--- config.mk ---
export PLATFORM = sky130hd
export DESIGN_NAME = json_string_unescape_unit_flat
export DESIGN_NICKNAME = d
export VERILOG_FILES = /design/src/rtl/jsu_pkg.sv /design/src/rtl/jsu_in_if.sv /design/src/rtl/jsu_out_if.sv /design/src/rtl/json_string_unescape_unit.sv /design/src/rtl/jsu_decoder.sv /design/src/flat_wrapper.sv
export SDC_FILE = /design/constraint.sdc
export NUM_CORES = 1
export LEC_CHECK = 0
export CAP_MARGIN = 40
export CELL_PAD_IN_SITES_DETAIL_PLACEMENT = 0
export CELL_PAD_IN_SITES_GLOBAL_PLACEMENT = 1
export CORE_UTILIZATION = 35
export DETAILED_ROUTE_END_ITERATION = 6
export DONT_BUFFER_PORTS = 1
export PLACE_DENSITY_LB_ADDON = 0.1
export SLEW_MARGIN = 15
export SYNTH_ARGS = -nofsm -noshare
export SYNTH_HDL_FRONTEND = slang
export SYNTH_SLANG_ARGS = --single-unit
--- constraint.sdc ---
create_clock -name i_clk -period 3.63 [get_ports i_clk]
set_input_delay 0.726 -clock i_clk [delete_from_list [all_inputs] [get_ports i_clk]]
set_output_delay 0.726 -clock i_clk [all_outputs]
set_load 0.1 [all_outputs]
--- src/rtl/jsu_pkg.sv ---
// Package for the JSON string unescape unit: decoder state, result type,
// character codes and the hex digit helper. No dependencies.

package jsu_pkg;

    // Decoder mode between characters.
    typedef enum logic [1:0] {
        MODE_NORMAL  = 2'd0,
        MODE_ESCAPE  = 2'd1,
        MODE_HEX     = 2'd2,
        MODE_SWALLOW = 2'd3
    } t_mode;

    // Three hex digits are held while the fourth is awaited.
    localparam int unsigned CP_HELD_W = 12;

    typedef struct packed {
        t_mode                  mode;
        logic [1:0]             hex_cnt;
        logic [CP_HELD_W-1:0]   code_point;
    } t_state;

    typedef struct packed {
        logic [7:0] data;
        logic       status;
        logic       last;
    } t_result;

    localparam logic [7:0] CH_QUOTE  = 8'h22;
    localparam logic [7:0] CH_BSLASH = 8'h5C;
    localparam logic [7:0] CH_SLASH  = 8'h2F;
    localparam logic [7:0] CH_B      = 8'h62;
    localparam logic [7:0] CH_F      = 8'h66;
    localparam logic [7:0] CH_N      = 8'h6E;
    localparam logic [7:0] CH_R      = 8'h72;
    localparam logic [7:0] CH_T      = 8'h74;
    localparam logic [7:0] CH_U      = 8'h75;

    localparam logic [7:0] CTL_BS = 8'h08;
    localparam logic [7:0] CTL_FF = 8'h0C;
    localparam logic [7:0] CTL_LF = 8'h0A;
    localparam logic [7:0] CTL_CR = 8'h0D;
    localparam logic [7:0] CTL_HT = 8'h09;

    localparam logic [7:0] BYTE_ZERO = 8'h00;
    localparam logic [7:0] BYTE_SUBST = 8'hFF;

    localparam logic STATUS_OK  = 1'b0;
    localparam logic STATUS_ERR = 1'b1;

    // Returns {valid, value} for one ASCII hex digit of either case.
    function automatic logic [4:0] hex_digit(input logic [7:0] c);
        logic [4:0] r;
        r = 5'd0;
        if (c >= 8'h30 && c <= 8'h39) begin
            r = {1'b1, c[3:0]};
        end else if ((c >= 8'h41 && c <= 8'h46) || (c >= 8'h61 && c <= 8'h66)) begin
            r = {1'b1, c[3:0] + 4'd9};
        end
        return r;
    endfunction

endpackage

--- src/rtl/jsu_in_if.sv ---
// Input channel of the JSON string unescape unit: valid/ready plus one raw
// string body character. Depends on nothing.

interface jsu_in_if;
    logic       valid;
    logic       ready;
    logic [7:0] in_char;
    logic       in_last;

    modport source (output valid, output in_char, output in_last, input ready);
    modport sink (input valid, input in_char, input in_last, output ready);
endinterface

--- src/rtl/jsu_out_if.sv ---
// Output channel of the JSON string unescape unit: valid/ready plus one
// decoded byte with status and last flag. Depends on nothing.

interface jsu_out_if;
    logic       valid;
    logic       ready;
    logic [7:0] out_byte;
    logic       out_status;
    logic       out_last;

    modport source (output valid, output out_byte, output out_status, output out_last,
                    input ready);
    modport sink (input valid, input out_byte, input out_status, input out_last,
                  output ready);
endinterface

--- src/rtl/json_string_unescape_unit.sv ---
// Top level of the JSON string unescape unit: input register, decoder and
// result register. Depends on jsu_pkg, jsu_in_if, jsu_out_if and jsu_decoder.

// The unit decodes the body of a JSON string, one raw character per input
// transaction with in_last on the final one, and gives at most one result
// transaction per character: the decoded byte, a status and a last flag.
// Characters inside an open escape give no result; a \uXXXX escape gives its
// byte when the code point lies strictly between 0x00 and 0xFF and 0xFF
// otherwise. An unknown escape, a bad hex digit or a string that ends inside
// an escape gives one error result (byte 0, status 1, last 1), and the rest of
// that string is dropped up to and including its last character. Throughput
// is one character per clock while the output does not stall it: each accepted
// character waits in the input register, is decoded combinationally by
// jsu_decoder against the escape state, and its result lands in the output
// register. The input side keeps accepting while a result waits in the output
// register, and stalls only when both registers hold work that cannot move.

module json_string_unescape_unit (
    input  logic             i_clk,
    input  logic             i_rst_n,
    jsu_in_if.sink           i_in,
    jsu_out_if.source        o_out
);

    // Input register holding the next character to decode.
    logic             r_in_valid;
    logic [7:0]       r_in_char;
    logic             r_in_last;

    // Escape state, updated as each character leaves the input register.
    jsu_pkg::t_state  r_state;
    jsu_pkg::t_state  n_state;

    // Result register facing the output channel.
    logic             r_out_valid;
    jsu_pkg::t_result r_out;

    logic             w_res_valid;
    jsu_pkg::t_result w_res;
    logic             w_out_free;
    logic             w_adv;

    jsu_decoder u_decoder (
        .i_char      (r_in_char),
        .i_last      (r_in_last),
        .i_state     (r_state),
        .o_state     (n_state),
        .o_res_valid (w_res_valid),
        .o_res       (w_res)
    );

    // The result register can take a new result when empty or being drained.
    assign w_out_free = !r_out_valid || o_out.ready;
    // A character leaves the input register when its result, if any, has room.
    assign w_adv      = r_in_valid && (w_out_free || !w_res_valid);
    assign i_in.ready = !r_in_valid || w_adv;

    always_ff @(posedge i_clk) begin
        if (!i_rst_n) begin
            r_in_valid  <= 1'b0;
            r_out_valid <= 1'b0;
            r_state     <= '{mode: jsu_pkg::MODE_NORMAL, hex_cnt: 2'd0, code_point: '0};
        end else begin
            if (i_in.ready) begin
                r_in_valid <= i_in.valid;
            end
            if (w_adv) begin
                r_state <= n_state;
            end
            if (w_adv && w_res_valid) begin
                r_out_valid <= 1'b1;
            end else if (o_out.ready) begin
                r_out_valid <= 1'b0;
            end
        end
    end

    // Payload registers carry no reset; their valid flags guard them.
    always_ff @(posedge i_clk) begin
        if (i_in.ready && i_in.valid) begin
            r_in_char <= i_in.in_char;
            r_in_last <= i_in.in_last;
        end
        if (w_adv && w_res_valid) begin
            r_out <= w_res;
        end
    end

    assign o_out.valid      = r_out_valid;
    assign o_out.out_byte   = r_out.data;
    assign o_out.out_status = r_out.status;
    assign o_out.out_last   = r_out.last;

    // Reset empties both registers.
    a_reset_empty: assert property (@(posedge i_clk)
        !i_rst_n |=> !r_in_valid && !r_out_valid)
        else $error("registers not empty after reset");

    // Characters dropped after an error never produce a result.
    a_swallow_silent: assert property (@(posedge i_clk) disable iff (!i_rst_n)
        r_in_valid && r_state.mode == jsu_pkg::MODE_SWALLOW |-> !w_res_valid)
        else $error("result produced while dropping an errored string");

    // An error result always closes the run and carries a zero byte.
    a_error_form: assert property (@(posedge i_clk) disable iff (!i_rst_n)
        w_adv && w_res_valid && w_res.status == jsu_pkg::STATUS_ERR
        |=> r_out_valid && r_out.last && r_out.data == jsu_pkg::BYTE_ZERO)
        else $error("malformed error result");

    // Hex digit tracking is clear outside a unicode escape.
    a_hex_clear: assert property (@(posedge i_clk) disable iff (!i_rst_n)
        r_state.mode != jsu_pkg::MODE_HEX |-> r_state.hex_cnt == 2'd0
        && r_state.code_point == '0)
        else $error("hex state left over outside unicode escape");

    // A waiting result is not overwritten while the output is stalled.
    a_no_overwrite: assert property (@(posedge i_clk) disable iff (!i_rst_n)
        r_out_valid && !o_out.ready |-> !(w_adv && w_res_valid))
        else $error("pending result overwritten");

endmodule

--- src/rtl/jsu_decoder.sv ---
// Next-state and result logic of the JSON string unescape unit for one character.
// Depends on jsu_pkg.

module jsu_decoder (
    input  logic [7:0]      i_char,
    input  logic            i_last,
    input  jsu_pkg::t_state i_state,
    output jsu_pkg::t_state o_state,
    output logic            o_res_valid,
    output jsu_pkg::t_result o_res
);

    always_comb begin
        logic        fail;
        logic [4:0]  hex;
        logic [15:0] cp;

        fail        = 1'b0;
        hex         = jsu_pkg::hex_digit(i_char);
        cp          = {i_state.code_point, hex[3:0]};
        o_state     = i_state;
        o_res_valid = 1'b0;
        o_res.data  = i_char;
        o_res.status = jsu_pkg::STATUS_OK;
        o_res.last  = i_last;

        case (i_state.mode)
            jsu_pkg::MODE_NORMAL: begin
                if (i_char == jsu_pkg::CH_BSLASH) begin
                    if (i_last) begin
                        fail = 1'b1;
                    end else begin
                        o_state.mode = jsu_pkg::MODE_ESCAPE;
                    end
                end else begin
                    o_res_valid = 1'b1;
                end
            end
            jsu_pkg::MODE_ESCAPE: begin
                o_res_valid  = 1'b1;
                o_state.mode = jsu_pkg::MODE_NORMAL;
                case (i_char)
                    jsu_pkg::CH_QUOTE, jsu_pkg::CH_BSLASH, jsu_pkg::CH_SLASH: begin
                        o_res.data = i_char;
                    end
                    jsu_pkg::CH_B: o_res.data = jsu_pkg::CTL_BS;
                    jsu_pkg::CH_F: o_res.data = jsu_pkg::CTL_FF;
                    jsu_pkg::CH_N: o_res.data = jsu_pkg::CTL_LF;
                    jsu_pkg::CH_R: o_res.data = jsu_pkg::CTL_CR;
                    jsu_pkg::CH_T: o_res.data = jsu_pkg::CTL_HT;
                    jsu_pkg::CH_U: begin
                        o_res_valid = 1'b0;
                        if (i_last) begin
                            fail = 1'b1;
                        end else begin
                            o_state.mode       = jsu_pkg::MODE_HEX;
                            o_state.hex_cnt    = 2'd0;
                            o_state.code_point = '0;
                        end
                    end
                    default: fail = 1'b1;
                endcase
            end
            jsu_pkg::MODE_HEX: begin
                if (!hex[4]) begin
                    fail = 1'b1;
                end else if (i_state.hex_cnt == 2'd3) begin
                    o_res_valid        = 1'b1;
                    o_state.mode       = jsu_pkg::MODE_NORMAL;
                    o_state.hex_cnt    = 2'd0;
                    o_state.code_point = '0;
                    // Only code points strictly between 0x00 and 0xFF pass as bytes.
                    if (cp[15:8] == 8'd0 && cp[7:0] != jsu_pkg::BYTE_ZERO
                            && cp[7:0] != jsu_pkg::BYTE_SUBST) begin
                        o_res.data = cp[7:0];
                    end else begin
                        o_res.data = jsu_pkg::BYTE_SUBST;
                    end
                end else if (i_last) begin
                    fail = 1'b1;
                end else begin
                    o_state.code_point = cp[jsu_pkg::CP_HELD_W-1:0];
                    o_state.hex_cnt    = i_state.hex_cnt + 2'd1;
                end
            end
            jsu_pkg::MODE_SWALLOW: begin
                if (i_last) begin
                    o_state.mode       = jsu_pkg::MODE_NORMAL;
                    o_state.hex_cnt    = 2'd0;
                    o_state.code_point = '0;
                end
            end
            default: o_state = i_state;
        endcase

        if (fail) begin
            o_res_valid        = 1'b1;
            o_res.data         = jsu_pkg::BYTE_ZERO;
            o_res.status       = jsu_pkg::STATUS_ERR;
            o_res.last         = 1'b1;
            o_state.mode       = i_last ? jsu_pkg::MODE_NORMAL : jsu_pkg::MODE_SWALLOW;
            o_state.hex_cnt    = 2'd0;
            o_state.code_point = '0;
        end
    end

endmodule

--- src/flat_wrapper.sv ---
// flat-port wrapper written by rule: the top's interface ports become plain ports
module json_string_unescape_unit_flat 
  (i_clk, i_rst_n, i_in_valid, i_in_in_char, i_in_in_last, i_in_ready, o_out_valid, o_out_out_byte, o_out_out_status, o_out_out_last, o_out_ready);
  jsu_in_if i_in_i ();
  jsu_out_if o_out_i ();
  input  logic i_clk;
  input  logic i_rst_n;
  input wire logic [$bits(i_in_i.valid)-1:0] i_in_valid;
  input wire logic [$bits(i_in_i.in_char)-1:0] i_in_in_char;
  input wire logic [$bits(i_in_i.in_last)-1:0] i_in_in_last;
  output wire logic [$bits(i_in_i.ready)-1:0] i_in_ready;
  output wire logic [$bits(o_out_i.valid)-1:0] o_out_valid;
  output wire logic [$bits(o_out_i.out_byte)-1:0] o_out_out_byte;
  output wire logic [$bits(o_out_i.out_status)-1:0] o_out_out_status;
  output wire logic [$bits(o_out_i.out_last)-1:0] o_out_out_last;
  input wire logic [$bits(o_out_i.ready)-1:0] o_out_ready;
  assign i_in_i.valid = i_in_valid;
  assign i_in_i.in_char = i_in_in_char;
  assign i_in_i.in_last = i_in_in_last;
  assign i_in_ready = i_in_i.ready;
  assign o_out_valid = o_out_i.valid;
  assign o_out_out_byte = o_out_i.out_byte;
  assign o_out_out_status = o_out_i.out_status;
  assign o_out_out_last = o_out_i.out_last;
  assign o_out_i.ready = o_out_ready;
  json_string_unescape_unit u_core (.i_clk(i_clk), .i_rst_n(i_rst_n), .i_in(i_in_i), .o_out(o_out_i));
endmodule
==> results.toml <==
[yosys]
yosys.cell_types.count = 65
synth_edf_count = 19
synth_top_flop_cell = "edfxtp_1"
synth_warnings = 0
seq_area_frac_synth_pct = 37.9
ys_seq_elements = 37
netlist_instances = 258
synth_area_mm2 = 0.00246
async_reset_ff_share_pct = 0
syn_area_per_cell_um2 = 9.52
synth_nets = 283

[critical_path]
reg2reg_depth = 10
crit_family = "simple AND/OR/NAND/NOR gates"
r2r_start = "u_core.r_in_char[0]"
r2r_end = "u_core.o_out.out_byte[6]"
end_kind = "output pin"
max_stage_delay_ns = 0.46
path_cells = "or3b_4 -> or3_4 -> a22o_1 -> a2111o_1 -> a21oi_4 -> nor4b_2 -> inv_1 -> buf_6"
worst-path-max-fanout = 5
rrSetupSlack_ns = 0.60
required_ns = 2.90
path_class = "reg -> out"
path_buf_inv = 2
crit_slowest_cell = "or3b_4"
start_kind = "flop"
cp_data_arrival_time_ns = 2.77

[sta]
setup_violations = 0
fin_crit_sh_pct = 96.3
worst_slack_ns = 0.134
hold_viol = 0
slew_violations = 0
tightest_slew_ns = 0.891
finalCriticalPeriod_ns = 3.50
relSlewSlack_pct = 40.7
fin_skew_ns = 0.00946
max_freq_mhz = 286

[finish]
nets = 299
layout_common_cells = "nand2_1, buf_4, mux2i_1, edfxtp_1"
ff_latch_area_um2 = 931
antenna_cells = 0
layout_commonest_cell = "nand2_1"
num-fill-cells = 678
layoutNonFillerInstCount = 371
area_delta_synth_final_pct = 13.8
postLayoutCoreUtil_pct = 41.1
multi_input_area_mm2 = 0.00142
layout-drive-gt1-share_pct = 16.7

[drt]
routed_wl_mm = 6.23
vias = 2001
drt-initial-drc-count = 71
firstDrtPassIters = 4
top_layer = "met4"
m1WireLength_mm = 3.08
drc = 0
ant_nets = 0
route.met3.wl_um = 207
met2_length_mm = 2.91
routedWlPerCell_um = 16.8
viasPerCell = 5.39

[cts]
worstSkewPairLatency_ns = 0.29
cts.path.max_buffers = 2
htreeDepth = 2
cts-root-buf = "clkbuf_8"
path_clk_slew_ns = 0.07
cts_sinks = 37
cts_tree = "done"
cts_made_buffers = 5

[pwr]
power_frac_comb_pct = 10.4
switchingPower_uw = 248
vdd.ir_drop.worst_mv = 0.196
switching_share_pct = 27.8
internal_power_uw = 644
p_leak_nw = 1.06
seqPwrFrac_pct = 55.7
p_clk_share_pct = 34.0
power.density_mw_per_mm2 = 319

[place]
numPortBuffers = 0
gp_congestion = 0.825
dp.cells = 360
dp_hpwl_mm = 4.58
preCtsSetupSlack_ns = 0.291

[grt]
grt_first_pass_wirelength_mm = 10.2
grt_overflow = 0
grt_max_degree = 21
antenna_found_initial = 0
grt_pass1_vias = 1935
grt_usage_pct = 18.2

[floorplanning]
io-pin-count = 25
die_h_um = 85.8
dieArea_mm2 = 0.00736
rows = 30
design.core.area_mm2 = 0.00679
die_x_um = 85.8
initial_core_util_pct = 36.2

[min_path]
worstHoldPathCells = 2
holdPathEnd = "u_core.r_state[10]"
hold_class = "reg -> reg"
holdCritStartpoint = "u_core.r_state[10]"

[job]
cap_viol_max_count = 0

[outcome]
status = "finished clean"
cells by family (layout without fill, tap and decap cells):
logic type      count (synthesis)  count (layout)  synth area share (%)
mux                            19              19                  7.74
flops                          37              37                  37.9
simple gates                   96              96                  22.7
buf+inv                        27              44                  5.20
fa+ha+maj                      12              12                  6.11
compound gates                 67              67                  20.4
registers in the layout, indices dropped and copies added, names as in the netlist:
register,flops
u_core.r_in_valid,1
u_core.o_out.out_byte,8
u_core.o_out.out_last,1
u_core.o_out.valid,1
u_core.r_in_last,1
u_core.r_in_char,8
u_core.r_state,16
u_core.o_out.out_status,1
cell usage after synthesis, types with 2 or more instances:
library cell	instances	area (um^2)
a21o_1	2	15.0
buf_1	2	7.51
dfxtp_1	18	360
a21oi_1	9	45.0
or4_1	3	22.5
o21a_1	4	30.0
o22ai_1	4	25.0
o21ai_0	13	65.1
nand3b_1	3	22.5
nor3_1	5	25.0
a211o_1	2	17.5
nor2_1	8	30.0
nor2b_1	5	31.3
a311oi_1	3	26.3
nand2b_1	4	25.0
o41ai_1	2	17.5
clkbuf_1	7	26.3
a31oi_1	3	18.8
mux2i_1	19	190
nand2_1	28	105
buf_2	2	10.0
nor4b_1	2	17.5
a22o_1	2	17.5
nand3_1	18	90.1
a21boi_0	2	15.0
o2bb2ai_1	4	35.0
nand4_1	3	18.8
edfxtp_1	19	571
nor3b_1	2	15.0
ha_1	12	150
inv_1	13	48.8
a211oi_1	2	15.0
per-stage QoR:
step	power [mW]	hold WS, ns	instance area [um^2]	setup TNS (ns)
4_1_cts	0.904	0.460	2770	0
3_5_place_dp	0.594	0.448	2660	0
3_3_place_gp	0.594	0.445	2640	0
2_1_floorplan	0.569	0.432	2460	0
5_1_grt	0.933	0.484	2790	-0.00156
6_report	0.892	0.456	2790	0
worst reg2reg max path, stage by stage, from the launching register on:
cell and delay (ns):
edfxtp_1 0.39, inv_2 0.10, ha_1 0.23, nor3b_2 0.17
nor4b_4 0.44, a21oi_2 0.16, a311oi_1 0.36, a21o_1 0.26
buf_4 0.27, nand3_1 0.20, a2bb2o_1 0.32
area by class of cell:
cell class | count | share of cell area [%]
clock buffers | 7 | 3.09
clock inverters | 1 | 0.224
inverters | 14 | 2.06
multi-input cells | 194 | 50.7
flip-flops and latches | 37 | 33.3
well taps | 96 | 4.30
repair buffers | 22 | 6.31
power groups by stage:
stage	Clock [mW]	Sequential (mW)	Combinational, mW
2_1_floorplan	0	0.513	0.0560
3_3_place_gp	0	0.511	0.0822
3_5_place_dp	0	0.508	0.0865
4_1_cts	0.317	0.497	0.0890
5_1_grt	0.333	0.499	0.101
6_report	0.303	0.497	0.0925
worst max path at each step:
| stage | cells past startpoint | to | startpoint |
|---|---|---|---|
| after global placement | 10 | i_in_ready | u_core.r_in_char[0] |
| after floorplan | 10 | i_in_ready | u_core.r_in_char[0] |
| final | 8 | i_in_ready | u_core.r_in_char[7] |
| after detailed placement | 8 | i_in_ready | u_core.r_in_char[7] |
| after global routing | 10 | i_in_ready | u_core.r_in_char[1] |
| after CTS | 10 | i_in_ready | u_core.r_in_char[0] |
routing by layer:
layer	global-route usage, %	up-vias
li1	-	1004
met1	24.8	950
met2	29.9	45
met3	3.37	2
met4	4.09	0
met5	0	-
what timing repair did:
item	CTS	global route
resized for setup	2	4
buffers inserted	1	2
hold buffers	0	0
hold endpoints to repair	0	0
setup endpoints to repair	1	1
No activity file was read; power rests on OpenSTA's default activity.
